$ cat src/rtl/teq_pkg.sv
package teq_pkg;

    // Width of the millisecond counter and of every due time
    localparam int TIME_W = 32;

    // Fixed widths of the item fields
    localparam int REQ_W    = 2;
    localparam int STATUS_W = 3;
    localparam int OTAG_W   = 16;

    // Request codes
    localparam logic [REQ_W-1:0] REQ_POST     = 2'd0;
    localparam logic [REQ_W-1:0] REQ_TICK     = 2'd1;
    localparam logic [REQ_W-1:0] REQ_DISPATCH = 2'd2;

    // Result status codes
    typedef enum logic [STATUS_W-1:0] {
        ST_POSTED = 3'd0,
        ST_FULL   = 3'd1,
        ST_FIRED  = 3'd2,
        ST_NONE   = 3'd3,
        ST_TICK   = 3'd4
    } status_t;

endpackage

$ cat src/rtl/timed_event_queue_top.sv
// Timed event queue: a table of NUM_SLOTS timed events plus a 32-bit
// millisecond counter. Every accepted item gives exactly one result item.
// A post (req_type 0) stores the tag in the lowest free slot, due at now
// plus delay (saturating), or reports the table full; a tick (1) advances
// the counter, wrapping at the top; a dispatch (2) fires and frees the
// earliest due event, lowest slot on a tie, if it is not later than now,
// else reports none ready; code 3 reports none ready and changes nothing.
// Post, tick and code 3 go from acceptance to the wait state; a dispatch
// first passes the scan state, where the search for the earliest event
// ripples one slot per cycle along the chain of slot cells, and the decide
// state. One item is worked on at a time, but a new item is taken while the
// previous result still waits in the output register.
module timed_event_queue_top #(
    parameter int NUM_SLOTS = 32,
    parameter int TAG_BITS  = 16
) (
    input  logic        aclk,
    input  logic        aresetn,
    // request channel
    input  logic        s_valid,
    output logic        s_ready,
    input  logic [1:0]  s_req_type,
    input  logic [31:0] s_delay,
    input  logic [15:0] s_tag,
    // result channel
    output logic        m_valid,
    input  logic        m_ready,
    output logic [2:0]  m_status,
    output logic [15:0] m_fired_tag
);
    import teq_pkg::*;

    localparam int IDX_W = $clog2(NUM_SLOTS);

    // one-hot sequencer
    typedef enum logic [3:0] {
        S_IDLE   = 4'b0001,
        S_SCAN   = 4'b0010,
        S_DECIDE = 4'b0100,
        S_WAIT   = 4'b1000
    } state_t;

    state_t             state_reg, state_next;
    logic [IDX_W-1:0]   cnt_reg, cnt_next;
    logic [TIME_W-1:0]  time_reg, time_next;
    status_t            res_status_reg, res_status_next;
    logic [OTAG_W-1:0]  res_tag_reg, res_tag_next;
    logic               m_valid_reg, m_valid_next;
    status_t            m_status_reg, m_status_next;
    logic [OTAG_W-1:0]  m_tag_reg, m_tag_next;

    // chain of slot cells; index k is the carry entering cell k
    logic [NUM_SLOTS:0] c_found;
    logic [TIME_W-1:0]  c_due [NUM_SLOTS+1];
    logic [TAG_BITS-1:0] c_tag [NUM_SLOTS+1];
    logic [IDX_W-1:0]   c_idx [NUM_SLOTS+1];

    logic [NUM_SLOTS-1:0] valid_vec;
    logic [NUM_SLOTS-1:0] free_oh;
    logic [NUM_SLOTS-1:0] wr_vec;
    logic                 accept;
    logic [TIME_W:0]      due_sum;
    logic [TIME_W-1:0]    due_sat;
    logic [TAG_BITS-1:0]  tag_in;
    logic                 fire;
    logic                 clr_en;

    assign accept = s_valid && s_ready;
    assign s_ready = (state_reg == S_IDLE);

    // lowest clear bit of the valid vector, as a one-hot; zero when full
    assign free_oh = ~valid_vec & (valid_vec + NUM_SLOTS'(1));
    assign wr_vec  = (accept && (s_req_type == REQ_POST)) ? free_oh : '0;

    // due time, saturated at the top of the counter range
    assign due_sum = {1'b0, time_reg} + {1'b0, s_delay};
    assign due_sat = due_sum[TIME_W] ? '1 : due_sum[TIME_W-1:0];
    assign tag_in  = TAG_BITS'(s_tag);

    // the last carry holds the earliest event once the scan has run through
    assign fire   = c_found[NUM_SLOTS] && (c_due[NUM_SLOTS] <= time_reg);
    assign clr_en = (state_reg == S_DECIDE) && fire;

    assign c_found[0] = 1'b0;
    assign c_due[0]   = '0;
    assign c_tag[0]   = '0;
    assign c_idx[0]   = '0;

    for (genvar k = 0; k < NUM_SLOTS; k++) begin : g_cell
        teq_cell #(
            .TAG_BITS (TAG_BITS),
            .IDX_W    (IDX_W),
            .CELL_IDX (k)
        ) u_cell (
            .aclk    (aclk),
            .aresetn (aresetn),
            .wr_en   (wr_vec[k]),
            .wr_due  (due_sat),
            .wr_tag  (tag_in),
            .clr_en  (clr_en),
            .clr_idx (c_idx[NUM_SLOTS]),
            .valid_o (valid_vec[k]),
            .found_i (c_found[k]),
            .due_i   (c_due[k]),
            .tag_i   (c_tag[k]),
            .idx_i   (c_idx[k]),
            .found_o (c_found[k+1]),
            .due_o   (c_due[k+1]),
            .tag_o   (c_tag[k+1]),
            .idx_o   (c_idx[k+1])
        );
    end

    always_comb begin
        state_next      = state_reg;
        cnt_next        = cnt_reg;
        time_next       = time_reg;
        res_status_next = res_status_reg;
        res_tag_next    = res_tag_reg;
        m_valid_next    = m_valid_reg;
        m_status_next   = m_status_reg;
        m_tag_next      = m_tag_reg;

        if (m_valid_reg && m_ready) begin
            m_valid_next = 1'b0;
        end

        case (state_reg)
            S_IDLE: begin
                if (accept) begin
                    res_tag_next = '0;
                    state_next   = S_WAIT;
                    case (s_req_type)
                        REQ_POST: begin
                            res_status_next = (&valid_vec) ? ST_FULL : ST_POSTED;
                        end
                        REQ_TICK: begin
                            time_next       = time_reg + TIME_W'(1);
                            res_status_next = ST_TICK;
                        end
                        REQ_DISPATCH: begin
                            cnt_next   = '0;
                            state_next = S_SCAN;
                        end
                        default: begin
                            res_status_next = ST_NONE;
                        end
                    endcase
                end
            end
            S_SCAN: begin
                cnt_next = cnt_reg + IDX_W'(1);
                if (cnt_reg == IDX_W'(NUM_SLOTS - 1)) begin
                    state_next = S_DECIDE;
                end
            end
            S_DECIDE: begin
                res_status_next = fire ? ST_FIRED : ST_NONE;
                res_tag_next    = fire ? OTAG_W'(c_tag[NUM_SLOTS]) : '0;
                state_next      = S_WAIT;
            end
            S_WAIT: begin
                // hand the result over once the output register is free
                if (!m_valid_reg || m_ready) begin
                    m_valid_next  = 1'b1;
                    m_status_next = res_status_reg;
                    m_tag_next    = res_tag_reg;
                    state_next    = S_IDLE;
                end
            end
            default: begin
                state_next = S_IDLE;
            end
        endcase
    end

    always_ff @(posedge aclk) begin
        if (!aresetn) begin
            state_reg   <= S_IDLE;
            cnt_reg     <= '0;
            time_reg    <= '0;
            m_valid_reg <= 1'b0;
        end else begin
            state_reg   <= state_next;
            cnt_reg     <= cnt_next;
            time_reg    <= time_next;
            m_valid_reg <= m_valid_next;
        end
    end

    always_ff @(posedge aclk) begin
        res_status_reg <= res_status_next;
        res_tag_reg    <= res_tag_next;
        m_status_reg   <= m_status_next;
        m_tag_reg      <= m_tag_next;
    end

    assign m_valid     = m_valid_reg;
    assign m_status    = m_status_reg;
    assign m_fired_tag = m_tag_reg;

endmodule

$ cat src/rtl/teq_cell.sv
module teq_cell #(
    parameter int TAG_BITS = 16,
    parameter int IDX_W    = 5,
    parameter int CELL_IDX = 0
) (
    input  logic                       aclk,
    input  logic                       aresetn,
    // slot update
    input  logic                       wr_en,
    input  logic [teq_pkg::TIME_W-1:0] wr_due,
    input  logic [TAG_BITS-1:0]        wr_tag,
    input  logic                       clr_en,
    input  logic [IDX_W-1:0]           clr_idx,
    output logic                       valid_o,
    // running earliest-event carry from the left neighbour
    input  logic                       found_i,
    input  logic [teq_pkg::TIME_W-1:0] due_i,
    input  logic [TAG_BITS-1:0]        tag_i,
    input  logic [IDX_W-1:0]           idx_i,
    // carry handed on to the right neighbour
    output logic                       found_o,
    output logic [teq_pkg::TIME_W-1:0] due_o,
    output logic [TAG_BITS-1:0]        tag_o,
    output logic [IDX_W-1:0]           idx_o
);
    import teq_pkg::*;

    logic                valid_reg;
    logic [TIME_W-1:0]   due_reg;
    logic [TAG_BITS-1:0] tag_reg;

    logic                found_reg;
    logic [TIME_W-1:0]   cdue_reg;
    logic [TAG_BITS-1:0] ctag_reg;
    logic [IDX_W-1:0]    cidx_reg;

    logic take;

    // strictly earlier wins, so the lower slot keeps a tie
    assign take = valid_reg && (!found_i || (due_reg < due_i));

    always_ff @(posedge aclk) begin
        if (!aresetn) begin
            valid_reg <= 1'b0;
            found_reg <= 1'b0;
        end else begin
            if (wr_en) begin
                valid_reg <= 1'b1;
            end else if (clr_en && (clr_idx == IDX_W'(CELL_IDX))) begin
                valid_reg <= 1'b0;
            end
            found_reg <= found_i || valid_reg;
        end
    end

    always_ff @(posedge aclk) begin
        if (wr_en) begin
            due_reg <= wr_due;
            tag_reg <= wr_tag;
        end
        if (take) begin
            cdue_reg <= due_reg;
            ctag_reg <= tag_reg;
            cidx_reg <= IDX_W'(CELL_IDX);
        end else begin
            cdue_reg <= due_i;
            ctag_reg <= tag_i;
            cidx_reg <= idx_i;
        end
    end

    assign valid_o = valid_reg;
    assign found_o = found_reg;
    assign due_o   = cdue_reg;
    assign tag_o   = ctag_reg;
    assign idx_o   = cidx_reg;

endmodule

$ cat config.mk
export PLATFORM = sky130hd
export DESIGN_NAME = timed_event_queue_top
export DESIGN_NICKNAME = d
export VERILOG_FILES = /design/src/rtl/teq_pkg.sv /design/src/rtl/timed_event_queue_top.sv /design/src/rtl/teq_cell.sv
export SDC_FILE = /design/constraint.sdc
export NUM_CORES = 2
export LEC_CHECK = 0
export ABC_AREA = 1
export CAP_MARGIN = 20
export CORE_ASPECT_RATIO = 0.75
export CORE_UTILIZATION = 40
export CTS_BUF_LIST = sky130_fd_sc_hd__clkbuf_2 sky130_fd_sc_hd__clkbuf_4 sky130_fd_sc_hd__clkbuf_8
export CTS_CLUSTER_SIZE = 10
export DETAILED_ROUTE_END_ITERATION = 12
export DONT_BUFFER_PORTS = 1
export HOLD_SLACK_MARGIN = 0.05
export SETUP_SLACK_MARGIN = 0.02
export SLEW_MARGIN = 20
export SYNTH_ARGS = -nofsm -noshare
export SYNTH_HDL_FRONTEND = slang
export SYNTH_SLANG_ARGS = --single-unit
$ cat constraint.sdc
create_clock -name aclk -period 17.3 [get_ports aclk]
set_input_delay 4.325 -clock aclk [delete_from_list [all_inputs] [get_ports aclk]]
set_output_delay 4.325 -clock aclk [all_outputs]
set_load 0.02 [all_outputs]
After elaboration in Yosys (flattened, before gate mapping). Index checks and enable logic that the tools add are counted.

Register bits after elaboration: 3345. Input bits: 54. Output and inout bits: 21. Word-level logic and storage cells: 666.

Add/sub/neg operators: 4. $lt $le $gt $ge: 32. Eq/ne operators: 43. Multiplexer cells: 148. Bitwise logic cells: 2. Reductions and logical operators: 206.

Operators by type and width (count): $mux 32 (33); $lt 32x32->1 (31); $mux 16 (33); $eq 5x5->1 const B (17); $mux 1 (70); $logic_and 1x1->1 (68); $reduce_bool 2->1 (34); $add 32x1->32 const B (2); $logic_or 1x1->1 (63); $eq 5x4->1 const B (8); $add 32x32->33 (1); $and 32x32->32 (1); $le 32x32->1 (1); $logic_not 1->1 (32); $not 32->32 (1); $pmux 16 s2 (1); $reduce_and 32->1 (1); $eq 5x3->1 const B (4); $mux 4 (4); $pmux 4 s4 (1); $reduce_and 3->1 (4); $eq 5x2->1 const B (2); $mux 5 (2); $pmux 5 s2 (1); other kinds (16) (20).

Longest topological paths before layout.
Depth after elaboration: 6. Mapped depth: 18. Gate-level depth less buffers: 17.

By module. Synthesis repeated with hierarchy kept, for this count alone.

Cells, all modules: 14361. Area, all modules: 139989.3 um2.

Modules (own cells, without submodules): teq_cell (g_cell[10].u_cell ...) (times used 8, cells each 414, area each 4155.2 um2, seq. area each 2542.4 um2); teq_cell (g_cell[21].u_cell ...) (times used 4, cells each 416, area each 4122.7 um2, seq. area each 2542.4 um2); teq_cell (g_cell[11].u_cell ...) (times used 3, cells each 415, area each 4144.0 um2, seq. area each 2542.4 um2); teq_cell (g_cell[16].u_cell ...) (times used 3, cells each 412, area each 4115.2 um2, seq. area each 2542.4 um2); teq_cell (g_cell[23].u_cell ...) (times used 2, cells each 417, area each 4197.8 um2, seq. area each 2542.4 um2); teq_cell (g_cell[29].u_cell ...) (times used 2, cells each 413, area each 4192.8 um2, seq. area each 2542.4 um2); teq_cell (g_cell[12].u_cell ...) (times used 2, cells each 414, area each 4154.0 um2, seq. area each 2542.4 um2); teq_cell (g_cell[13].u_cell ...) (times used 2, cells each 416, area each 4121.5 um2, seq. area each 2542.4 um2); teq_cell (g_cell[1].u_cell ...) (times used 2, cells each 413, area each 4121.5 um2, seq. area each 2542.4 um2); timed_event_queue_top (times used 1, cells each 1106, area each 7198.2 um2, seq. area each 1981.9 um2); teq_cell (g_cell[31].u_cell) (times used 1, cells each 414, area each 4267.8 um2, seq. area each 2542.4 um2); teq_cell (g_cell[15].u_cell) (times used 1, cells each 416, area each 4192.8 um2, seq. area each 2542.4 um2); teq_cell (g_cell[0].u_cell) (times used 1, cells each 411, area each 4124.0 um2, seq. area each 2542.4 um2); teq_cell (g_cell[28].u_cell) (times used 1, cells each 411, area each 4121.5 um2, seq. area each 2542.4 um2).

Worst setup path after synthesis. No wires, ideal clock.

Kind: input to register. Start: in s_req_type[0]. End: reg g_cell[16].u_cell.due_reg[0] (enable). Library setup time: 0.573 ns. Arrival: 9.600 ns. Data required time: 16.727 ns. Slack: 7.127 ns. Cell stages on the path: 7. Buffers on the path: 0. Cell sequence: nor2_1 inv_1 nor2_4 inv_2 nor2_8 inv_2 nor4_1.

Cells in the longest elaborated chain, start to end: 3.

Ends and longest elaborated chain: start: declaration (line timed_event_queue_top.sv:22) `input logic [1:0] s_req_type,`; $logic_not 2->1 (line timed_event_queue_top.sv:73) `assign wr_vec = (accept && (s_req_type == REQ_POST)) ? free_oh : '0;`; $logic_and 1x1->1 (line timed_event_queue_top.sv:73); $mux 32 (line timed_event_queue_top.sv:73); via g_cell[16].u_cell.wr_en (line teq_cell.sv:9) `input logic wr_en,`; end signal: assignment (line teq_cell.sv:58) `due_reg <= wr_due;`; end: declaration (line teq_cell.sv:29) `logic [TIME_W-1:0] due_reg;`.

The timed path passes the listed nets, and every way through them passes these cells. A chain may end at the register's enable or synchronous reset.

Worst setup path in the final report.
Start: in s_delay[0]. End: reg g_cell[10].u_cell.due_reg[16] (data pin).

Cells in the longest elaborated chain, start to end: 2.

Ends and longest elaborated chain: start: declaration (line timed_event_queue_top.sv:23) `input logic [31:0] s_delay,`; $add 32x32->33 (line timed_event_queue_top.sv:76) `assign due_sum = {1'b0, time_reg} + {1'b0, s_delay};`; $mux 32 (line timed_event_queue_top.sv:77) `assign due_sat = due_sum[TIME_W] ? '1 : due_sum[TIME_W-1:0];`; via due_sat[16] (line timed_event_queue_top.sv:63) `logic [TIME_W-1:0] due_sat;`; end signal: assignment (line teq_cell.sv:58); end: declaration (line teq_cell.sv:29).

The timed path passes the listed nets, and every way through them passes these cells.

==> summary.md <==
| Metric | Value |
|---|---|
| CP Capture Type | `register` |
| Reg2Reg Capture Point | `g_cell[24].u_cell.due_reg[15]$_DFFE_PP_` |
| Post-synth ARST share | `0%` |
| Ys flop type | `dfxtp_1` |
| Number of synthesized register bits | `3345` |
| WHS Endpoint | `g_cell[16].u_cell.tag_o[7]$_DFF_P_` |
| EDFF count, synth | `1574` |
| Synth Warn # | `0` |
| DRT iter0 DRCs | `10218` |
| Port Buf Inserts | `0` |
| CP bufs+invs | `1` |
| Nets@finish | `15058` |
| Achievable frequency | `134 MHz` |
| Worst reg-to-reg path cell count | `10` |
| CTS Hold Bufs | `0` |
| First-pass GRT wire length | `561 mm` |
| Setup WS post-layout | `9.83 ns` |
| R2R Setup Slk | `12.64 ns` |
| Worst slew pin tran | `1.16 ns` |
| Largest net degree at the start of global routing | `59` |
| Worst Path Required | `17.70 ns` |
| CTS sink count | `3345` |
| Layout overhead on the synthesized area | `12.3%` |
| Crit-path leading delay family | `simple AND/OR/NAND/NOR gates` |
| Drt first pass iters | `6` |
| Vias in the first global route | `88329` |
| Routed Antenna Nets | `0` |
| CP max stage delay | `1.04 ns` |
| Post-layout util | `45.3%` |
| CTS Buffer Depth | `4` |
| Share of the synthesized area in the top cell type | `34.8%` |
| CTS tree | `yes` |
| Total wire length | `378 mm` |
| Top post-synthesis cells by area | `edfxtp_1 (35%), dfxtp_1 (26%), nand2_1 (11%), ha_1 (9.5%), nand3_1 (6.2%)` |
| Final TNS setup | `0 ns` |
| Syn avg cell area | `9.81 um^2` |
| DRC Markers | `0` |
| Crit Path Category | `in2reg` |
| PwrDens | `108 nW/um^2` |
| Seq/Total Area, Yosys | `60.9%` |
| Mapped Nets | `14913` |
| Fin crit share | `43.2%` |
| Clock-pin slew on the worst setup and hold paths | `0.06 ns` |
| Area leader, netlist | `edfxtp_1` |
| Clk Latency, worst-skew pair | `1.06 ns` |
| FP Rows | `184` |
| Setup Viol. Count Final | `0` |
| RSZ-0062 raised after global routing | `no` |
| Detailed-route via count | `94678` |
| Worst slew margin | `22.3%` |
| Mapped Cells | `13830` |
| Boundary pin count | `75` |
| Fin. max-slew vios | `0` |
| CP cell instances | `ha_1, fa_1, nand3_1, nand2_1, nand2_1, nand2_1, nand3_1, nand3_1, a31oi_4, buf_4, nand3_4` |
| Num CTS Buffers | `537` |
| Synthesized cell area | `136000 um^2` |
| CP arrival | `7.86 ns` |
| Max VDD drop | `0.0000542 V` |
| CORE AREA | `336000 um^2` |
| Post-synthesis cell type count | `45` |
| Crit Reg-Reg Startpoint | `state_reg[3]$_SDFFE_PN0P_` |
| GRT Util Overall | `21.7%` |
| Initial antenna violation count | `47` |
| Placer Congestion | `0.913` |
| CTS Root Cell | `clkbuf_8` |
| Post-CTS Resized | `0` |
| DR vias/cell | `5.01` |
| Die height | `506 um` |
| Clk_skew | `0.0627 ns` |
| Dpl ws | `8.92 ns` |
| Startpoint Class | `input pin` |
| Final Hold Vio Count | `0` |
| Area of the die | `342000 um^2` |
| WHS Path Cells | `2` |
| Routed WL per cell | `20.0 um` |
| Tmin final | `7.47 ns` |
| Worst Hold Class | `reg2reg` |
| Worst Hold Launch | `g_cell[15].u_cell.tag_o[7]$_DFF_P_` |
| Crit-path slowest cell | `nand3_4` |
| Total leakage power | `62.5 nW` |
| Die W | `675 um` |
| Max Cap Viol | `0` |
| Layout cells sized above 1 | `8.35%` |
| Starting Density | `40.4%` |
| Total global routing overflow | `0` |
| DPL Wire Length | `239 mm` |
| Critical path fanouts, max | `32` |
| Status | `finished clean` |
| Number of post-CTS setup repair buffers | `0` |
| H-tree depth | `6` |
==> layout make-up <==
cell class / instances / area, um^2
Inverter: 1473 / 5530
Clock buffer: 836 / 10200
Timing Repair Buffer: 137 / 1040
Antenna cell: 27 / 67.6
Multi-Input combinational cell: 8481 / 45800
Tap cell: 4464 / 5590
Clock inverter: 144 / 1340
Sequential cell: 3345 / 82800
Fill cell: 31279 / 184000
==> worst max path at each step <==
| stage | start | endpoint | slack [ns] | cells after the start |
|---|---|---|---|---|
| after detailed placement | s_delay[0] | g_cell[6].u_cell.due_reg[16]$_DFFE_PP_ | 8.92 | 11 |
| after global routing | s_delay[0] | g_cell[10].u_cell.due_reg[16]$_DFFE_PP_ | 9.92 | 11 |
| after floorplan | s_req_type[0] | g_cell[16].u_cell.due_reg[0]$_DFFE_PP_ | 7.13 | 7 |
| final | s_delay[0] | g_cell[10].u_cell.due_reg[16]$_DFFE_PP_ | 9.83 | 11 |
| after global placement | s_delay[0] | g_cell[9].u_cell.due_reg[27]$_DFFE_PP_ | 8.44 | 12 |
| after CTS | s_delay[0] | g_cell[13].u_cell.due_reg[16]$_DFFE_PP_ | 10.04 | 11 |
==> cells in the final DEF, fill, tap and decap left out, types with 4 or more instances in the layout <==
cell        Yosys  layout
xor2_1         24      24
nor2_4          5      16
clkinvlp_4      0      20
nor3_2          3      14
nand3b_1       11      11
o211ai_1       15      15
ha_1         1028    1028
clkbuf_8        0     627
nor3_1         89      77
edfxtp_1     1574    1574
a21boi_0       40      40
nand3_1      1671    1658
inv_1        1468    1465
bufinv_16       0      20
inv_6           0      19
o21ai_1         8       8
dfxtp_1      1771    1739
o21ai_0       221     219
nand2_4         2      17
clkbuf_4        0     209
inv_8           0       5
diode_2         0      27
clkinv_1        0      36
dfxtp_2         0      32
a21oi_1       636     636
nor2_1        374     363
nor4_1         48      45
inv_2           5       6
nand2_1      4117    4100
or2_2           4       4
clkinv_2        0      45
nand3_4         1      14
buf_4           8     135
a31oi_1         6       5
o21a_1         68      68
a21o_1          5       5
nand4_1        82      82
==> through the flow <==
stage | std cells | area (um^2) | power (mW) | hold WS (ns)
global placement | 17898 | 141000 | 9.31 | 0.391
CTS | 18879 | 152000 | 16.5 | 0.402
finish | 18907 | 152000 | 16.4 | 0.404
global route | 18885 | 152000 | 17.0 | 0.419
floorplan | 13830 | 136000 | 9.03 | 0.387
detailed placement | 17899 | 141000 | 9.32 | 0.398
==> cells by family after synthesis <==
| logic type | Yosys count | synth area share [%] |
|---|---|---|
| compound gates | 1004 | 3.95 |
| xor+xnor | 26 | 0.168 |
| flops | 3345 | 60.9 |
| buf+inv | 2004 | 5.65 |
| fa+ha+maj | 1029 | 9.49 |
| simple gates | 6422 | 19.8 |
==> synthesized netlist by cell type (3+ instances only) <==
cell,n
inv_2,5
a31oi_1,6
nand2_1,4117
nor4_1,48
o21a_1,68
nor2_1,374
nor3b_1,3
nor3_2,3
nor3_1,89
buf_2,94
o21ai_1,8
a21o_1,5
or2_2,4
xor2_1,24
nand4_1,82
o21bai_1,3
buf_4,8
inv_1,1468
clkbuf_1,379
nor2_4,5
nand3_1,1671
ha_1,1028
a21oi_1,636
a21boi_0,40
o211ai_1,15
dfxtp_1,1771
nand3b_1,11
buf_1,50
o21ai_0,221
edfxtp_1,1574
==> per-layer routing <==
| metal | GRT usage, % | up-vias | part of all wire, % |
|---|---|---|---|
| li1 | - | 46140 | - |
| met1 | 33.7 | 44191 | 48 |
| met2 | 30.1 | 3765 | 40 |
| met3 | 5.03 | 574 | 10 |
| met4 | 5.35 | 8 | 2.1 |
| met5 | 0 | - | 0.012 |
==> tightest hold or removal path, delay by kind of cell, from the launching register on <==
kind	cells	cell delay, ns
flops	1	0.30
simple gates	2	0.10
==> report_power, final <==
| part | switching (mW) | internal (mW) | total [mW] |
|---|---|---|---|
| combinational | 0.422 | 0.170 | 0.592 |
| sequential | 0.110 | 8.45 | 8.56 |
| clock | 3.18 | 4.07 | 7.25 |
No activity file was read; power rests on OpenSTA's default activity.
